[config.mk]
export PLATFORM = sky130hd
export DESIGN_NAME = stpt_ctrl
export DESIGN_NICKNAME = d
export VERILOG_FILES = /design/src/design/stpt_pkg.sv /design/src/design/stpt_ctrl.sv
export SDC_FILE = /design/constraint.sdc
export NUM_CORES = 1
export LEC_CHECK = 0
export ABC_AREA = 1
export BUFFER_PORTS_ARGS = -buffer_cell sky130_fd_sc_hd__clkbuf_2
export CAP_MARGIN = 20
export CORE_MARGIN = 3
export CORE_UTILIZATION = 45
export CTS_BUF_LIST = sky130_fd_sc_hd__clkbuf_8
export DETAILED_ROUTE_END_ITERATION = 6
export PLACE_DENSITY = 0.75
export SETUP_SLACK_MARGIN = 0.1
export SLEW_MARGIN = 40
export SYNTH_ARGS = -nofsm -noshare
export SYNTH_HDL_FRONTEND = slang
export SYNTH_SLANG_ARGS = --single-unit
[constraint.sdc]
create_clock -name aclk -period 1.3 [get_ports aclk]
set_input_delay 0.13 -clock aclk [delete_from_list [all_inputs] [get_ports aclk]]
set_output_delay 0.13 -clock aclk [all_outputs]
set_load 0.1 [all_outputs]
[src/design/stpt_pkg.sv]
`timescale 1ns / 1ps

package stpt_pkg;

    localparam int PATH_DEPTH_DEF   = 1024;
    localparam int CORDIC_STEPS_DEF = 16;
    localparam int MUL_STEPS        = 32;

    localparam int IDX_W       = 10;
    localparam int CFG_INDEX_W = 3;
    localparam int CFG_DATA_W  = 21;
    localparam int POINT_W     = 80;

    localparam logic [CFG_INDEX_W-1:0] CFG_CROSS_GAIN   = 3'd0;
    localparam logic [CFG_INDEX_W-1:0] CFG_SPEED_GAIN   = 3'd1;
    localparam logic [CFG_INDEX_W-1:0] CFG_WHEELBASE    = 3'd2;
    localparam logic [CFG_INDEX_W-1:0] CFG_CRUISE_SPEED = 3'd3;
    localparam logic [CFG_INDEX_W-1:0] CFG_STEER_LIMIT  = 3'd4;

    localparam logic [15:0] CROSS_GAIN_RST   = 16'd128;
    localparam logic [15:0] SPEED_GAIN_RST   = 16'd2560;
    localparam logic [20:0] WHEELBASE_RST    = 21'd21299;
    localparam logic [14:0] CRUISE_SPEED_RST = 15'd128;
    localparam logic [13:0] STEER_LIMIT_RST  = 14'd3431;

    localparam logic signed [16:0] PI_Q13     = 17'sd25736;
    localparam logic signed [16:0] TWO_PI_Q13 = 17'sd51472;
    localparam logic signed [34:0] PI_R30     = 35'sd3373259426;
    localparam logic signed [34:0] HALF_R30   = 35'sd1686629713;
    localparam logic signed [56:0] CORDIC_X0  = 57'sd163008218;

    typedef enum logic [4:0] {
        ST_IDLE,
        ST_ROT_INIT,
        ST_ROT,
        ST_TRIG,
        ST_AXLE_MUL,
        ST_AXLE_ADD,
        ST_SCAN_INIT,
        ST_SCAN,
        ST_TGT_RD,
        ST_TGT_WAIT,
        ST_MUL_INIT,
        ST_MUL_RUN,
        ST_MUL_TAKE,
        ST_ERR,
        ST_MONO,
        ST_VEC_INIT,
        ST_VEC,
        ST_FINISH
    } state_t;

    typedef enum logic [1:0] {
        MUL_XS,
        MUL_YC,
        MUL_KE
    } mul_sel_t;

    typedef struct packed {
        logic       load;
        logic       capture;
        logic       rot_init;
        logic       vec_init;
        logic       cordic_step;
        logic [4:0] shift;
        logic       trig_take;
        logic       axle_mul;
        logic       axle_add;
        logic       scan_init;
        logic       tgt_read;
        logic       diff_take;
        logic       mul_init;
        logic       mul_step;
        logic       mul_take;
        mul_sel_t   sel;
        logic       err_calc;
        logic       mono;
        logic       finish;
    } cmd_t;

    typedef struct packed {
        logic loaded;
        logic scan_done;
        logic stopped;
    } status_t;

    function automatic logic [31:0] atan_r30(input logic [4:0] i);
        logic [31:0] a;
        case (i)
            5'd0:    a = 32'h3243F6A8;
            5'd1:    a = 32'h1DAC6705;
            5'd2:    a = 32'h0FADBAFC;
            5'd3:    a = 32'h07F56EA6;
            5'd4:    a = 32'h03FEAB76;
            5'd5:    a = 32'h01FFD55B;
            5'd6:    a = 32'h00FFFAAA;
            5'd7:    a = 32'h007FFF55;
            5'd8:    a = 32'h003FFFEA;
            5'd9:    a = 32'h001FFFFD;
            5'd10:   a = 32'h000FFFFF;
            5'd11:   a = 32'h0007FFFF;
            5'd12:   a = 32'h0003FFFF;
            5'd13:   a = 32'h0001FFFF;
            5'd14:   a = 32'h0000FFFF;
            5'd15:   a = 32'h00007FFF;
            5'd16:   a = 32'h00003FFF;
            5'd17:   a = 32'h00001FFF;
            5'd18:   a = 32'h00000FFF;
            5'd19:   a = 32'h000007FF;
            5'd20:   a = 32'h000003FF;
            5'd21:   a = 32'h000001FF;
            5'd22:   a = 32'h000000FF;
            5'd23:   a = 32'h0000007F;
            default: a = 32'h00000000;
        endcase
        return a;
    endfunction

endpackage

[src/design/stpt_ctrl.sv]
`timescale 1ns / 1ps

module stpt_ctrl #(
    parameter int CORDIC_STEPS = stpt_pkg::CORDIC_STEPS_DEF
) (
    input  logic              aclk,
    input  logic              aresetn,
    input  logic              s_tvalid,
    output logic              s_tready,
    input  logic              in_func,
    output logic              m_tvalid,
    input  logic              m_tready,
    input  stpt_pkg::status_t status,
    output stpt_pkg::cmd_t    cmd
);

    stpt_pkg::state_t   state_reg, state_next;
    stpt_pkg::mul_sel_t sel_reg, sel_next;
    logic [5:0]         cnt_reg, cnt_next;
    logic               out_valid_reg, out_valid_next;
    logic               out_free;
    logic               rot_last, mul_last;

    assign out_free = !out_valid_reg || m_tready;
    assign rot_last = (cnt_reg == 6'(CORDIC_STEPS - 1));
    assign mul_last = (cnt_reg == 6'(stpt_pkg::MUL_STEPS - 1));

    always_comb begin
        state_next = state_reg;
        sel_next   = sel_reg;
        cnt_next   = cnt_reg;
        unique case (state_reg)
            stpt_pkg::ST_IDLE: begin
                if (s_tvalid && in_func && status.loaded) begin
                    state_next = stpt_pkg::ST_ROT_INIT;
                end
            end
            stpt_pkg::ST_ROT_INIT: begin
                cnt_next   = '0;
                state_next = stpt_pkg::ST_ROT;
            end
            stpt_pkg::ST_ROT: begin
                cnt_next = cnt_reg + 6'd1;
                if (rot_last) begin
                    state_next = stpt_pkg::ST_TRIG;
                end
            end
            stpt_pkg::ST_TRIG:      state_next = stpt_pkg::ST_AXLE_MUL;
            stpt_pkg::ST_AXLE_MUL:  state_next = stpt_pkg::ST_AXLE_ADD;
            stpt_pkg::ST_AXLE_ADD:  state_next = stpt_pkg::ST_SCAN_INIT;
            stpt_pkg::ST_SCAN_INIT: state_next = stpt_pkg::ST_SCAN;
            stpt_pkg::ST_SCAN: begin
                if (status.scan_done) begin
                    state_next = stpt_pkg::ST_TGT_RD;
                end
            end
            stpt_pkg::ST_TGT_RD: state_next = stpt_pkg::ST_TGT_WAIT;
            stpt_pkg::ST_TGT_WAIT: begin
                sel_next   = stpt_pkg::MUL_XS;
                state_next = stpt_pkg::ST_MUL_INIT;
            end
            stpt_pkg::ST_MUL_INIT: begin
                cnt_next   = '0;
                state_next = stpt_pkg::ST_MUL_RUN;
            end
            stpt_pkg::ST_MUL_RUN: begin
                cnt_next = cnt_reg + 6'd1;
                if (mul_last) begin
                    state_next = stpt_pkg::ST_MUL_TAKE;
                end
            end
            stpt_pkg::ST_MUL_TAKE: begin
                unique case (sel_reg)
                    stpt_pkg::MUL_XS: begin
                        sel_next   = stpt_pkg::MUL_YC;
                        state_next = stpt_pkg::ST_MUL_INIT;
                    end
                    stpt_pkg::MUL_YC: state_next = stpt_pkg::ST_ERR;
                    default:          state_next = stpt_pkg::ST_MONO;
                endcase
            end
            stpt_pkg::ST_ERR: begin
                sel_next   = stpt_pkg::MUL_KE;
                state_next = stpt_pkg::ST_MUL_INIT;
            end
            stpt_pkg::ST_MONO: state_next = stpt_pkg::ST_VEC_INIT;
            stpt_pkg::ST_VEC_INIT: begin
                cnt_next   = '0;
                state_next = stpt_pkg::ST_VEC;
            end
            stpt_pkg::ST_VEC: begin
                cnt_next = cnt_reg + 6'd1;
                if (rot_last) begin
                    state_next = stpt_pkg::ST_FINISH;
                end
            end
            stpt_pkg::ST_FINISH: begin
                if (out_free) begin
                    state_next = stpt_pkg::ST_IDLE;
                end
            end
            default: state_next = stpt_pkg::ST_IDLE;
        endcase
    end

    always_comb begin
        cmd            = '0;
        cmd.shift      = cnt_reg[4:0];
        cmd.sel        = sel_reg;
        s_tready       = (state_reg == stpt_pkg::ST_IDLE);
        out_valid_next = out_valid_reg && !m_tready;
        unique case (state_reg)
            stpt_pkg::ST_IDLE: begin
                cmd.load    = s_tvalid && !in_func;
                cmd.capture = s_tvalid && in_func;
            end
            stpt_pkg::ST_ROT_INIT:  cmd.rot_init    = 1'b1;
            stpt_pkg::ST_ROT:       cmd.cordic_step = 1'b1;
            stpt_pkg::ST_TRIG:      cmd.trig_take   = 1'b1;
            stpt_pkg::ST_AXLE_MUL:  cmd.axle_mul    = 1'b1;
            stpt_pkg::ST_AXLE_ADD:  cmd.axle_add    = 1'b1;
            stpt_pkg::ST_SCAN_INIT: cmd.scan_init   = 1'b1;
            stpt_pkg::ST_TGT_RD:    cmd.tgt_read    = 1'b1;
            stpt_pkg::ST_TGT_WAIT:  cmd.diff_take   = 1'b1;
            stpt_pkg::ST_MUL_INIT:  cmd.mul_init    = 1'b1;
            stpt_pkg::ST_MUL_RUN:   cmd.mul_step    = 1'b1;
            stpt_pkg::ST_MUL_TAKE:  cmd.mul_take    = 1'b1;
            stpt_pkg::ST_ERR:       cmd.err_calc    = 1'b1;
            stpt_pkg::ST_MONO:      cmd.mono        = 1'b1;
            stpt_pkg::ST_VEC_INIT:  cmd.vec_init    = 1'b1;
            stpt_pkg::ST_VEC:       cmd.cordic_step = 1'b1;
            stpt_pkg::ST_FINISH: begin
                if (out_free) begin
                    cmd.finish     = 1'b1;
                    out_valid_next = 1'b1;
                end
            end
            default: ;
        endcase
    end

    always_ff @(posedge aclk) begin
        if (!aresetn) begin
            state_reg     <= stpt_pkg::ST_IDLE;
            sel_reg       <= stpt_pkg::MUL_XS;
            cnt_reg       <= '0;
            out_valid_reg <= 1'b0;
        end else begin
            state_reg     <= state_next;
            sel_reg       <= sel_next;
            cnt_reg       <= cnt_next;
            out_valid_reg <= out_valid_next;
        end
    end

    assign m_tvalid = out_valid_reg;

endmodule

==> key figures, run 1 <==
Yosys
  • Synth Instances: 179
  • Sequential-to-total area share from yosys stat: 25.8%
  • Top cells by area in the synthesized netlist: dfxtp_1 (26%), nand2_1 (15%), nor2_1 (9.7%)
  • Primary FF master, synth: dfxtp_1
  • Mapped Nets: 188
  • Yosys reg bits: 14
  • EDFF count, synth: 0
  • Library cells used by synthesis: 24
  • Most frequent cells after synthesis: nand2_1 (43), nor2_1 (28), inv_1 (23), dfxtp_1 (14), nand3_1 (13)
  • Most frequent cell after synthesis: nand2_1
  • Synthesized cell area: 1090 um2
  • Async SR Flop Fraction: 0%
  • Top cell type's share of synthesized area: 25.8%
  • Synth warn: 0
  • Syn_area_per_cell: 6.07 um2
  • Synth area leader: dfxtp_1

Clock tree
  • Post-CTS Resized: 51
  • Clock sink count: 14
  • Post-CTS setup buffer count: 16
  • H-tree level count: 1
  • Num CTS Buffers: 3
  • Hold buffer count at CTS: 0
  • Clock Path Buffers: 2
  • Root Buffer: clkbuf_8

Outcome
  • Status: did not finish
  • Failing step: clock tree synthesis
  • Error: [ERROR DPL-0033] detailed placement checks failed during check placement.

Placement
  • Dpl cell area: 1880 um2
  • Detailed placement HPWL: 3000 um
  • GP Congestion: 0.953
  • PortBufs: 32

Floorplanning
  • Die Wd: 55.2 um
  • Die height: 55.2 um
  • Starting Density: 48.2%
  • Rows: 17
  • Num ports: 34
-- through the flow --
step / cells / utilization, % / setup WS (ps)
after detailed placement: 252 / 83.6 / -181
after global placement: 252 / 83.6 / -101
after floorplan: 179 / - / -572
-- kinds of logic after synthesis --
group / synth area share (%)
AND/OR/NAND/NOR: 47.0
buffers and inverters: 13.9
AO/OA/AOI/OAI: 12.2
flip-flops: 25.8
adder cells (fa/ha/maj): 1.15
==> inputs of run 2 (changes only) <==
--- a/config.mk
+++ b/config.mk
@@ -9,11 +9,9 @@
 export BUFFER_PORTS_ARGS = -buffer_cell sky130_fd_sc_hd__clkbuf_2
 export CAP_MARGIN = 20
 export CORE_MARGIN = 3
-export CORE_UTILIZATION = 45
-export CTS_BUF_LIST = sky130_fd_sc_hd__clkbuf_8
+export CORE_UTILIZATION = 30
 export DETAILED_ROUTE_END_ITERATION = 6
-export PLACE_DENSITY = 0.75
-export SETUP_SLACK_MARGIN = 0.1
+export PLACE_DENSITY_LB_ADDON = 0.15
 export SLEW_MARGIN = 40
 export SYNTH_ARGS = -nofsm -noshare
 export SYNTH_HDL_FRONTEND = slang
==> constraint.sdc (replaced) <==
create_clock -name aclk -period 1.7 [get_ports aclk]
set_input_delay 0.17 -clock aclk [delete_from_list [all_inputs] [get_ports aclk]]
set_output_delay 0.17 -clock aclk [all_outputs]
set_load 0.1 [all_outputs]
==> run 2 against run 1 <==
The run now ends clean. Synthesized area is the same. Synthesized cell count is the same.
==> key figures, run 2 <==
Outcome
  • Status: finished clean (was did not finish)

Yosys
  • Most frequent cells after synthesis: nand2_1 (43), nor2_1 (28), inv_1 (23), dfxtp_1 (14), nand3_1 (13) (unchanged)
  • Synth Instances: 179 (unchanged)
  • Mux contribution to synthesized area: 0% (unchanged)
  • Async SR Flop Fraction: 0% (unchanged)
  • Yosys reg bits: 14 (unchanged)
  • Largest family of logic cells by synthesized area: simple AND/OR/NAND/NOR gates (unchanged)
  • Synth area leader: dfxtp_1 (unchanged)
  • Post-Synth Adder-Cell Area: 1.15% (unchanged)
  • Syn_area_per_cell: 6.07 um2 (unchanged)
  • Primary FF master, synth: dfxtp_1 (unchanged)
  • Most frequent cell after synthesis: nand2_1 (unchanged)
  • Synthesized cell area: 1090 um2 (unchanged)
  • Synth Area in XOR/XNOR: 0% (unchanged)
  • Synth Area in Compound Gates: 12.2% (unchanged)
  • Top cells by area in the synthesized netlist: dfxtp_1 (26%), nand2_1 (15%), nor2_1 (9.7%) (unchanged)
  • Top cell type's share of synthesized area: 25.8% (unchanged)
  • Simple-Gate Fraction of Synth Area: 47.0% (unchanged)
  • Sequential-to-total area share from yosys stat: 25.8% (unchanged)
  • Synth warn: 0 (unchanged)
  • Library cells used by synthesis: 24 (unchanged)
  • EDFF count, synth: 0 (unchanged)
  • Mapped Nets: 188 (unchanged)

Floorplanning
  • Num ports: 34 (unchanged)
  • Core Region: 3420 um2
  • Die height: 66.2 um (was 55.2 um)
  • Starting Density: 31.8% (was 48.2%)
  • Die Wd: 66.2 um (was 55.2 um)
  • Die ar.: 4380 um2
  • Rows: 21 (was 17)

Global routing
  • First-pass GRT wire length: 5020 um
  • Total global-route track usage: 14.6%
  • Largest net degree at the start of global routing: 12
  • Grt ovf: 0
  • Vias in the first global route: 1068
  • Initial antenna violation count: 0

STA
  • Fmax achieved: 618 MHz
  • Worst Tran Pin Value: 550 ps
  • Endpoints failing setup: 0
  • Period utilization: 95.1%
  • Min Tclk post-route: 1620 ps
  • RSZ-0062 raised after global routing: false
  • Worst Skew: 5.72 ps
  • Hold Vio Cnt, Final: 0
  • Slew Limit Headroom: 63.5%
  • Fin Setup TNS: 0 ps
  • Final Slew Violations: 0

Placement
  • Dpl cell area: 1630 um2 (was 1880 um2)
  • Dpl cells: 252 (unchanged)
  • Detailed placement HPWL: 2380 um (was 3000 um)
  • PortBufs: 32 (unchanged)
  • GP Congestion: 0.887 (was 0.953)

Setup path
  • Critical Path AT: 1450 ps
  • Worst path required time: 1530 ps
  • CP max FO: 5
  • Critical Path End Type: output port
  • Critical path class: register to output port
  • Crit start category: register

Hold path
  • Hold/Removal Path Class: input pin to register

Cells and area
  • Finished Layout Cells: 257
  • Layout cell share with drive strength beyond 1: 42.7%
  • Antenna cells: 0
  • Max reg flops: 6
  • Nets@finish: 221
  • Area of the multi-input gates: 773 um2
  • P&R area growth vs syn: 56.6%
  • Core Util, Final: 49.9%
  • Register Area: 294 um2
  • Fillers: 353
  • Commonest non-fill, non-tap cell in the layout: nand2_1
  • Design area: 1700 um2
  • Most frequent cells in the layout: nand2_1 (38), inv_1 (22), nor2_1 (18)

Pwr
  • Max IR drop VDD: 0.742 mV
  • Leak: 0.000778 uW
  • PwrDens: 1270 nW/um2

Route
  • DRC viols: 0
  • Initial DRC count: 46
  • Routed Antenna Nets: 0
  • Drt pass-1 iters: 4
  • Vias per inst: 4.51
  • Routed WL: 2820 um
  • Via Count: 1158
  • Detail-routed net length per standard cell: 11.0 um

Clock tree
  • Root Buffer: clkbuf_4 (was clkbuf_8)
  • Num CTS Buffers: 3 (unchanged)
  • Clock Path Buffers: 2 (unchanged)
  • Worst-skew pair later-pin latency: 280 ps
  • Clock sink count: 14 (unchanged)
  • CTS tree: built
  • Clock transition at the registers of the reported paths: 90 ps
  • H-tree level count: 1 (unchanged)

Job
  • Max-cap violations: 0
==> run 2: cell counts after synthesis <==
No cell type changed its count.
==> run 2: kinds of logic (layout without fill, tap and decap cells) <==
logic type	Yosys count	after routing
AO/OA/AOI/OAI	24	24
adder cells (fa/ha/maj)	1	1
buffers and inverters	34	66
flip-flops	14	14
AND/OR/NAND/NOR	106	106
==> run 2: repair_timing <==
item	CTS	global route
gates resized for setup	2	8
buffers inserted	0	1
hold buffers	0	0
pin swaps	0	1
endpoints found under the setup margin	1	16
==> run 2: power breakdown <==
part | internal (uW) | switching (uW) | total, uW
clock | 130 | 111 | 242
combinational | 464 | 1020 | 1490
sequential | 375 | 63.5 | 439
total | 969 | 1200 | 2170
==> run 2: layout make-up <==
type                       count  area share (%)
tap                           46            3.38
inverter                      27            5.95
timing repair buffer          35            25.9
multi-input combinational    131            45.4
sequential                    14            17.3
clock buffer                   4            2.13
==> run 2: worst paths after layout <==
kind | slack [ps] | cells past startpoint | start | to
max | 80 | 5 | state_reg[1] | cmd[2]
min | 130 | 3 | aresetn | cnt_reg[2]
max reg2reg | 220 | 9 | cnt_reg[1] | state_reg[3]
min reg2reg | 520 | 2 | cnt_reg[1] | cnt_reg[1]
==> run 2: metrics by stage <==
stage | setup WS, ps | hold slack, ps | total power (uW)
floorplan | -236 | 290 | 1500
global placement | 190 | 436 | 1870
detailed placement | 146 | 438 | 1880
CTS | 6.28 | 123 | 2120
global route | 7.82 | 139 | 2320
finish | 82.5 | 127 | 2170
==> run 2: layer usage <==
layer | vias to the layer above | share of wire [%] | global-route usage, %
li1 | 628 | - | -
met1 | 512 | 47 | 19.0
met2 | 16 | 50 | 24.2
met3 | 2 | 3.2 | 3.57
met4 | 0 | 0.46 | 2.79
met5 | - | 0 | 0
==> run 2: worst max-delay path, stage by stage, from the launching register on <==
cell and delay, ps:
dfxtp_2 360, inv_1 100, nand2_2 110, buf_4 180
nor2_2 200, buf_12 210
Power figures use the tool's default switching activity.
==> inputs of run 3 (changes only) <==
--- a/config.mk
+++ b/config.mk
@@ -11,7 +11,7 @@
 export CORE_MARGIN = 3
 export CORE_UTILIZATION = 30
 export DETAILED_ROUTE_END_ITERATION = 6
-export PLACE_DENSITY_LB_ADDON = 0.15
+export PLACE_DENSITY_LB_ADDON = 0.1
 export SLEW_MARGIN = 40
 export SYNTH_ARGS = -nofsm -noshare
 export SYNTH_HDL_FRONTEND = slang
==> run 3 against run 2 <==
Global-route usage up 0.12 points. Worst hold slack worse by 1.8 ps. Clock skew shrank 4.8 ps. Final area increased by 1.3%. Sequential share of layout area fell by 0.080 points. Register-to-register slack got worse by 60 ps. Critical path depth up 1. Critical path type unchanged. Largest cell class unchanged.
==> key figures, run 3 (synthesis gave the netlist of run 2 again) <==
Global routing
  • Grt ovf: 0 (unchanged)
  • Vias in the first global route: 1119 (was 1068)
  • Largest net degree at the start of global routing: 12 (unchanged)
  • Gr busiest metal: met2 (unchanged)
  • Met2 GRT Util: 24.5% (was 24.2%)
  • Met1 usage: 19.2% (was 19.0%)
  • First-pass GRT wire length: 5050 um (was 5020 um)
  • GRT met3 Usage: 3.23% (was 3.57%)
  • Total global-route track usage: 14.7% (was 14.6%)
  • Initial antenna violation count: 0 (unchanged)

Hold path
  • Hold Path Depth: 3 (unchanged)
  • Worst Hold Launch: aresetn (unchanged)
  • Hold/Removal Path Class: input pin to register (unchanged)
  • Hold EP: cnt_reg[2] (unchanged)

STA
  • Hold Vio Cnt, Final: 0 (unchanged)
  • Min Tclk post-route: 1640 ps (was 1620 ps)
  • Final Slew Violations: 0 (unchanged)
  • Worst setup margin: 57.1 ps (was 82.5 ps)
  • Endpoints failing setup: 0 (unchanged)
  • Slew Limit Headroom: 64.1% (was 63.5%)
  • RSZ-0062 raised after global routing: true (was false)
  • Worst Skew: 0.882 ps (was 5.72 ps)
  • Fin Setup TNS: 0 ps (unchanged)
  • Fmax achieved: 609 MHz (was 618 MHz)
  • Period utilization: 96.6% (was 95.1%)
  • Worst Tran Pin Value: 542 ps (was 550 ps)

Clock tree
  • Clock Path Buffers: 2 (unchanged)
  • Worst-skew pair later-pin latency: 280 ps (about the same)
  • Root Buffer: clkbuf_4 (unchanged)
  • Clock sink count: 14 (unchanged)
  • CTS tree: built (unchanged)
  • Clock transition at the registers of the reported paths: 90 ps (about the same)
  • H-tree level count: 1 (unchanged)
  • Num CTS Buffers: 3 (unchanged)

Floorplanning
  • Core Region: 3420 um2 (unchanged)
  • Rows: 21 (unchanged)
  • Num ports: 34 (unchanged)
  • Starting Density: 31.8% (unchanged)
  • Die height: 66.2 um (unchanged)
  • Die Wd: 66.2 um (unchanged)
  • Die ar.: 4380 um2 (unchanged)

Job
  • Max-cap violations: 0 (unchanged)

Placement
  • Dpl ws: 104 ps (was 146 ps)
  • GP Congestion: 0.859 (was 0.887)
  • Detailed placement HPWL: 2430 um (was 2380 um)
  • PortBufs: 32 (unchanged)
  • Dpl cell area: 1630 um2 (unchanged)

Pwr
  • Switching part of the total: 55.0% (was 55.3%)
  • Max IR drop VDD: 0.880 mV (was 0.742 mV)
  • Leak: 0.000790 uW (was 0.000778 uW)
  • Part of the power in registers: 20.1% (was 20.2%)
  • PwrDens: 1270 nW/um2 (about the same)
  • Clock power share: 11.1% (about the same)
  • Psw: 1210 uW (was 1200 uW)
  • Combinational share of power: 68.8% (was 68.6%)
  • P_int: 989 uW (was 969 uW)

Setup path
  • Register-to-register setup slack: 160 ps (was 220 ps)
  • Crit start category: register (unchanged)
  • CP delay by family, top: simple AND/OR/NAND/NOR gates (was buffers and inverters)
  • Reg-to-Reg End: state_reg[1] (was state_reg[3])
  • Critical Path End Type: output port (unchanged)
  • Highest-delay cell along the critical path: dfxtp_4 (was dfxtp_2)
  • Critical Path AT: 1470 ps (was 1450 ps)
  • Crit path cell chain: inv_2 -> nand2_1 -> nor2_4 -> inv_2 -> nor2_4 -> buf_12 (was inv_1 -> nand2_2 -> buf_4 -> nor2_2 -> buf_12)
  • Slowest stage delay, CP: 380 ps (was 360 ps)
  • Reg-to-Reg Start: cnt_reg[1] (unchanged)
  • Reg2Reg Depth: 9 (unchanged)
  • Worst path required time: 1530 ps (about the same)
  • Number of buffers and inverters on the critical path: 3 (unchanged)
  • Critical path class: register to output port (unchanged)
  • CP max FO: 7 (was 5)

Cells and area
  • Commonest non-fill, non-tap cell in the layout: nand2_1 (unchanged)
  • P&R area growth vs syn: 58.7% (was 56.6%)
  • Layout cell share with drive strength beyond 1: 43.9% (was 42.7%)
  • Design area: 1730 um2 (was 1700 um2)
  • Max reg flops: 6 (unchanged)
  • Core Util, Final: 50.5% (was 49.9%)
  • Most frequent cells in the layout: nand2_1 (38), inv_1 (22), nor2_1 (17), buf_12 (17), clkbuf_2 (14) (was nand2_1 (38), inv_1 (22), nor2_1 (18))
  • Fillers: 360 (was 353)
  • Antenna cells: 0 (unchanged)
  • Nets@finish: 224 (was 221)

Route
  • Routed WL: 3000 um (was 2820 um)
  • Detail-routed net length per standard cell: 11.5 um (was 11.0 um)
  • Vias per inst: 4.69 (was 4.51)
  • Drt pass-1 iters: 4 (unchanged)
  • Initial DRC count: 50 (was 46)
  • Via Count: 1220 (was 1158)
  • DRC viols: 0 (unchanged)
  • Routed Antenna Nets: 0 (unchanged)

Outcome
  • Status: finished clean (unchanged)
-- run 3: cell types whose count changed in the layout (fill, tap and decap cells not counted), sizes merged --
cell / previous run / this run
buf: 21 / 24
-- run 3: per-layer routing --
metal  up-vias  wire, um
met5         -         0
met4         0         8
met3         2       198
met2        34      1460
met1       551      1330
li1        633         -
-- run 3: repair_timing --
| action | CTS | global route |
|---|---|---|
| hold buffers | 0 | 0 |
| pin swaps | 0 | 6 |
| hold endpoints to repair | 0 | 0 |
| buffers inserted | 0 | 4 |
| resized for setup | 3 | 8 |
| endpoints found under the setup margin | 5 | 17 |
-- run 3: how the worst max path moves through the flow --
| stage | slack [ps] | depth (start not counted) | startpoint | to |
|---|---|---|---|---|
| after floorplan | -240 | 5 | state_reg[3] | cmd[22] |
| after global placement | 190 | 9 | cnt_reg[1] | state_reg[1] |
| after detailed placement | 100 | 9 | cnt_reg[1] | state_reg[1] |
| after CTS | 9 | 6 | state_reg[1] | cmd[23] |
| after global routing | -30 | 6 | state_reg[4] | cmd[10] |
| final | 60 | 6 | state_reg[4] | cmd[10] |
-- run 3: power groups by stage --
stage,logic (uW),registers [uW],clock network [uW]
after CTS,1450,432,249
after floorplan,1050,449,0
after global routing,1610,449,266
after global placement,1430,433,0
final,1510,441,244
after detailed placement,1450,437,0
-- run 3: area by class of cell --
type                            instances  area (um2)  share of cell area, %
Clock buffer                            4        36.3                   2.10
Inverter                               27         101                   5.87
Multi-Input combinational cell        131         771                   44.7
Sequential cell                        14         297                   17.2
Tap cell                               46        57.6                   3.34
Timing Repair Buffer                   38         463                   26.8
-- run 3: through the flow --
stage	cells	power, uW	hold slack, ps
3_3_place_gp	252	1860	429
4_1_cts	256	2130	126
6_report	260	2200	125
5_1_grt	260	2320	129
3_5_place_dp	252	1880	430
2_1_floorplan	179	1500	290
-- run 3: tightest hold or removal path: stages --
cell	delay [ps]
clkbuf_2	110
nand2_1	70
nor2_1	30
==> inputs of run 4 (changes only) <==
--- a/config.mk
+++ b/config.mk
@@ -11,7 +11,7 @@
 export CORE_MARGIN = 3
 export CORE_UTILIZATION = 30
 export DETAILED_ROUTE_END_ITERATION = 6
-export PLACE_DENSITY_LB_ADDON = 0.1
+export PLACE_DENSITY_LB_ADDON = 0.2
 export SLEW_MARGIN = 40
 export SYNTH_ARGS = -nofsm -noshare
 export SYNTH_HDL_FRONTEND = slang
==> run 4 against run 3 <==
Critical endpoint is now cmd[22]. Utilization down 0.51 points. Largest cell class unchanged. Non-clock buffer count fell by 1. Cell count decreased by 0.38%. Count of clock-buffer cells in the layout unchanged. Sequential power decreased by 2%. Critical path type unchanged. Sequential share of layout area is essentially flat. Register-to-register slack improved by 70 ps. Combinational power hardly changed. Clock skew increased by 2.1 ps.
==> key figures, run 4 (synthesis gave the netlist of run 2 again) <==
Outcome
  • Status: finished clean (unchanged)

Route
  • Via Count: 1161 (was 1220)
  • Detail-routed net length per standard cell: 10.7 um (was 11.5 um)
  • Initial DRC count: 51 (was 50)
  • Routed Antenna Nets: 0 (unchanged)
  • Routed WL: 2780 um (was 3000 um)
  • DRC viols: 0 (unchanged)
  • Vias per inst: 4.48 (was 4.69)
  • Drt pass-1 iters: 4 (unchanged)

STA
  • Endpoints failing setup: 0 (unchanged)
  • Fmax achieved: 603 MHz (was 609 MHz)
  • Slew Limit Headroom: 64.0% (was 64.1%)
  • Period utilization: 97.6% (was 96.6%)
  • Hold Vio Cnt, Final: 0 (unchanged)
  • Worst Tran Pin Value: 542 ps (about the same)
  • RSZ-0062 raised after global routing: true (unchanged)
  • Final Slew Violations: 0 (unchanged)
  • Hold_ws: 147 ps (was 125 ps)
  • Worst Skew: 2.99 ps (was 0.882 ps)
  • Min Tclk post-route: 1660 ps (was 1640 ps)

Setup path
  • Reg2Reg Depth: 9 (unchanged)
  • CP max FO: 7 (unchanged)
  • Register-to-register setup slack: 230 ps (was 160 ps)
  • Reg-to-Reg End: state_reg[2] (was state_reg[1])
  • Highest-delay cell along the critical path: dfxtp_4 (unchanged)
  • Critical Path End Type: output port (unchanged)
  • Critical Path AT: 1490 ps (was 1470 ps)
  • Critical path class: register to output port (unchanged)
  • Crit path cell chain: nor2_4 -> nand2_2 -> nor2_4 -> nand2_4 -> nor2_4 -> buf_12 (was inv_2 -> nand2_1 -> nor2_4 -> inv_2 -> nor2_4 -> buf_12)
  • Worst path required time: 1530 ps (about the same)
  • Reg-to-Reg Start: cnt_reg[1] (unchanged)
  • Crit start category: register (unchanged)
  • Slowest stage delay, CP: 380 ps (about the same)
  • Cell mode on critical path: nor2_4

Floorplanning
  • Num ports: 34 (unchanged)
  • Starting Density: 31.8% (unchanged)
  • Die Wd: 66.2 um (unchanged)
  • Rows: 21 (unchanged)
  • Die height: 66.2 um (unchanged)
  • Core Region: 3420 um2 (unchanged)
  • Die ar.: 4380 um2 (unchanged)

Placement
  • PortBufs: 32 (unchanged)
  • Dpl cell area: 1630 um2 (about the same)
  • Detailed placement HPWL: 2300 um (was 2430 um)
  • Dpl cells: 253 (was 252)
  • GP Congestion: 0.816 (was 0.859)

Global routing
  • Total global-route track usage: 13.8% (was 14.7%)
  • First-pass GRT wire length: 4710 um (was 5050 um)
  • Initial antenna violation count: 0 (unchanged)
  • Vias in the first global route: 1025 (was 1119)
  • Grt ovf: 0 (unchanged)
  • Largest net degree at the start of global routing: 12 (unchanged)

Hold path
  • Hold Path Depth: 3 (unchanged)
  • Worst Hold Launch: aresetn (unchanged)
  • Hold EP: cnt_reg[2] (unchanged)
  • Hold/Removal Path Class: input pin to register (unchanged)

Pwr
  • Max IR drop VDD: 0.540 mV (was 0.880 mV)
  • Final Power: 2160 uW (was 2200 uW)
  • PwrDens: 1260 nW/um2 (was 1270 nW/um2)
  • Leak: 0.000784 uW (was 0.000790 uW)

Cells and area
  • Area of the multi-input gates: 763 um2 (was 771 um2)
  • Antenna cells: 0 (unchanged)
  • Core Util, Final: 50.0% (was 50.5%)
  • Design area: 1710 um2 (was 1730 um2)
  • Layout cell share with drive strength beyond 1: 42.7% (was 43.9%)
  • Fillers: 359 (was 360)
  • Finished Layout Cells: 259 (was 260)
  • Most frequent cells in the layout: nand2_1 (39), inv_1 (22), nor2_1 (17), buf_12 (17), clkbuf_2 (14) (was nand2_1 (38), inv_1 (22), nor2_1 (17), buf_12 (17), clkbuf_2 (14))
  • Nets@finish: 223 (was 224)
  • Max reg flops: 6 (unchanged)
  • Register Area: 294 um2 (was 297 um2)
  • Commonest non-fill, non-tap cell in the layout: nand2_1 (unchanged)
  • P&R area growth vs syn: 57.1% (was 58.7%)

Job
  • Max-cap violations: 0 (unchanged)

Clock tree
  • Clock transition at the registers of the reported paths: 90 ps (about the same)
  • Clock Path Buffers: 2 (unchanged)
  • CTS tree: built (unchanged)
  • Hold buffer count at CTS: 0 (unchanged)
  • Worst-skew pair later-pin latency: 280 ps (about the same)
  • Root Buffer: clkbuf_4 (unchanged)
  • Clock sink count: 14 (unchanged)
  • Num CTS Buffers: 3 (unchanged)
  • H-tree level count: 1 (unchanged)
-- run 4: routing by layer --
metal	wire length [um]	global-route usage, %	vias to the layer above	part of all wire, %
li1	-	-	631	-
met1	1260	18.0	507	45
met2	1410	23.0	21	51
met3	81	1.53	2	2.9
met4	20	5.33	0	0.72
met5	0	0	-	0
-- run 4: power by group --
group	leakage, uW	internal, uW	switching (uW)	total (uW)
Combinational	0.000645	464	1020	1480
Sequential	0.000117	375	58.9	434
Clock	0.0000210	130	109	239
Total	0.000784	969	1190	2160
-- run 4: cell type report --
cell class / instances / area share (%)
inverter: 27 / 5.93
timing repair buffer: 37 / 26.7
tap: 46 / 3.37
clock buffer: 4 / 2.12
sequential: 14 / 17.2
multi-input combinational: 131 / 44.7
-- run 4: per-stage QoR --
| step | setup WS [ps] | TNS (ps) |
|---|---|---|
| after floorplan | -236 | -517 |
| after global placement | 175 | 0 |
| after detailed placement | 163 | 0 |
| after CTS | 4.72 | 0 |
| after global routing | -34.9 | -114 |
| final | 41.2 | 0 |
-- run 4: worst max path at each step --
stage / start / endpoint / slack (ps) / cells after the start
3_3_place_gp: cnt_reg[1] / state_reg[1] / 170 / 9
3_5_place_dp: cnt_reg[1] / state_reg[1] / 160 / 9
5_1_grt: state_reg[0] / cmd[22] / -30 / 6
4_1_cts: state_reg[0] / cmd[22] / 5 / 6
6_report: state_reg[0] / cmd[22] / 40 / 6
2_1_floorplan: state_reg[3] / cmd[22] / -240 / 5
-- run 4: worst max-delay path: cells and delay by family, from the launching register on --
family	cells	cell delay, ps
flip-flops	1	380
buffers and inverters	1	180
AND/OR/NAND/NOR	5	660
-- run 4: timing repair --
item	4_1_cts	5_1_grt
gates resized for setup	2	6
pin swaps	0	3
setup endpoints to repair	2	14
setup buffers	0	2
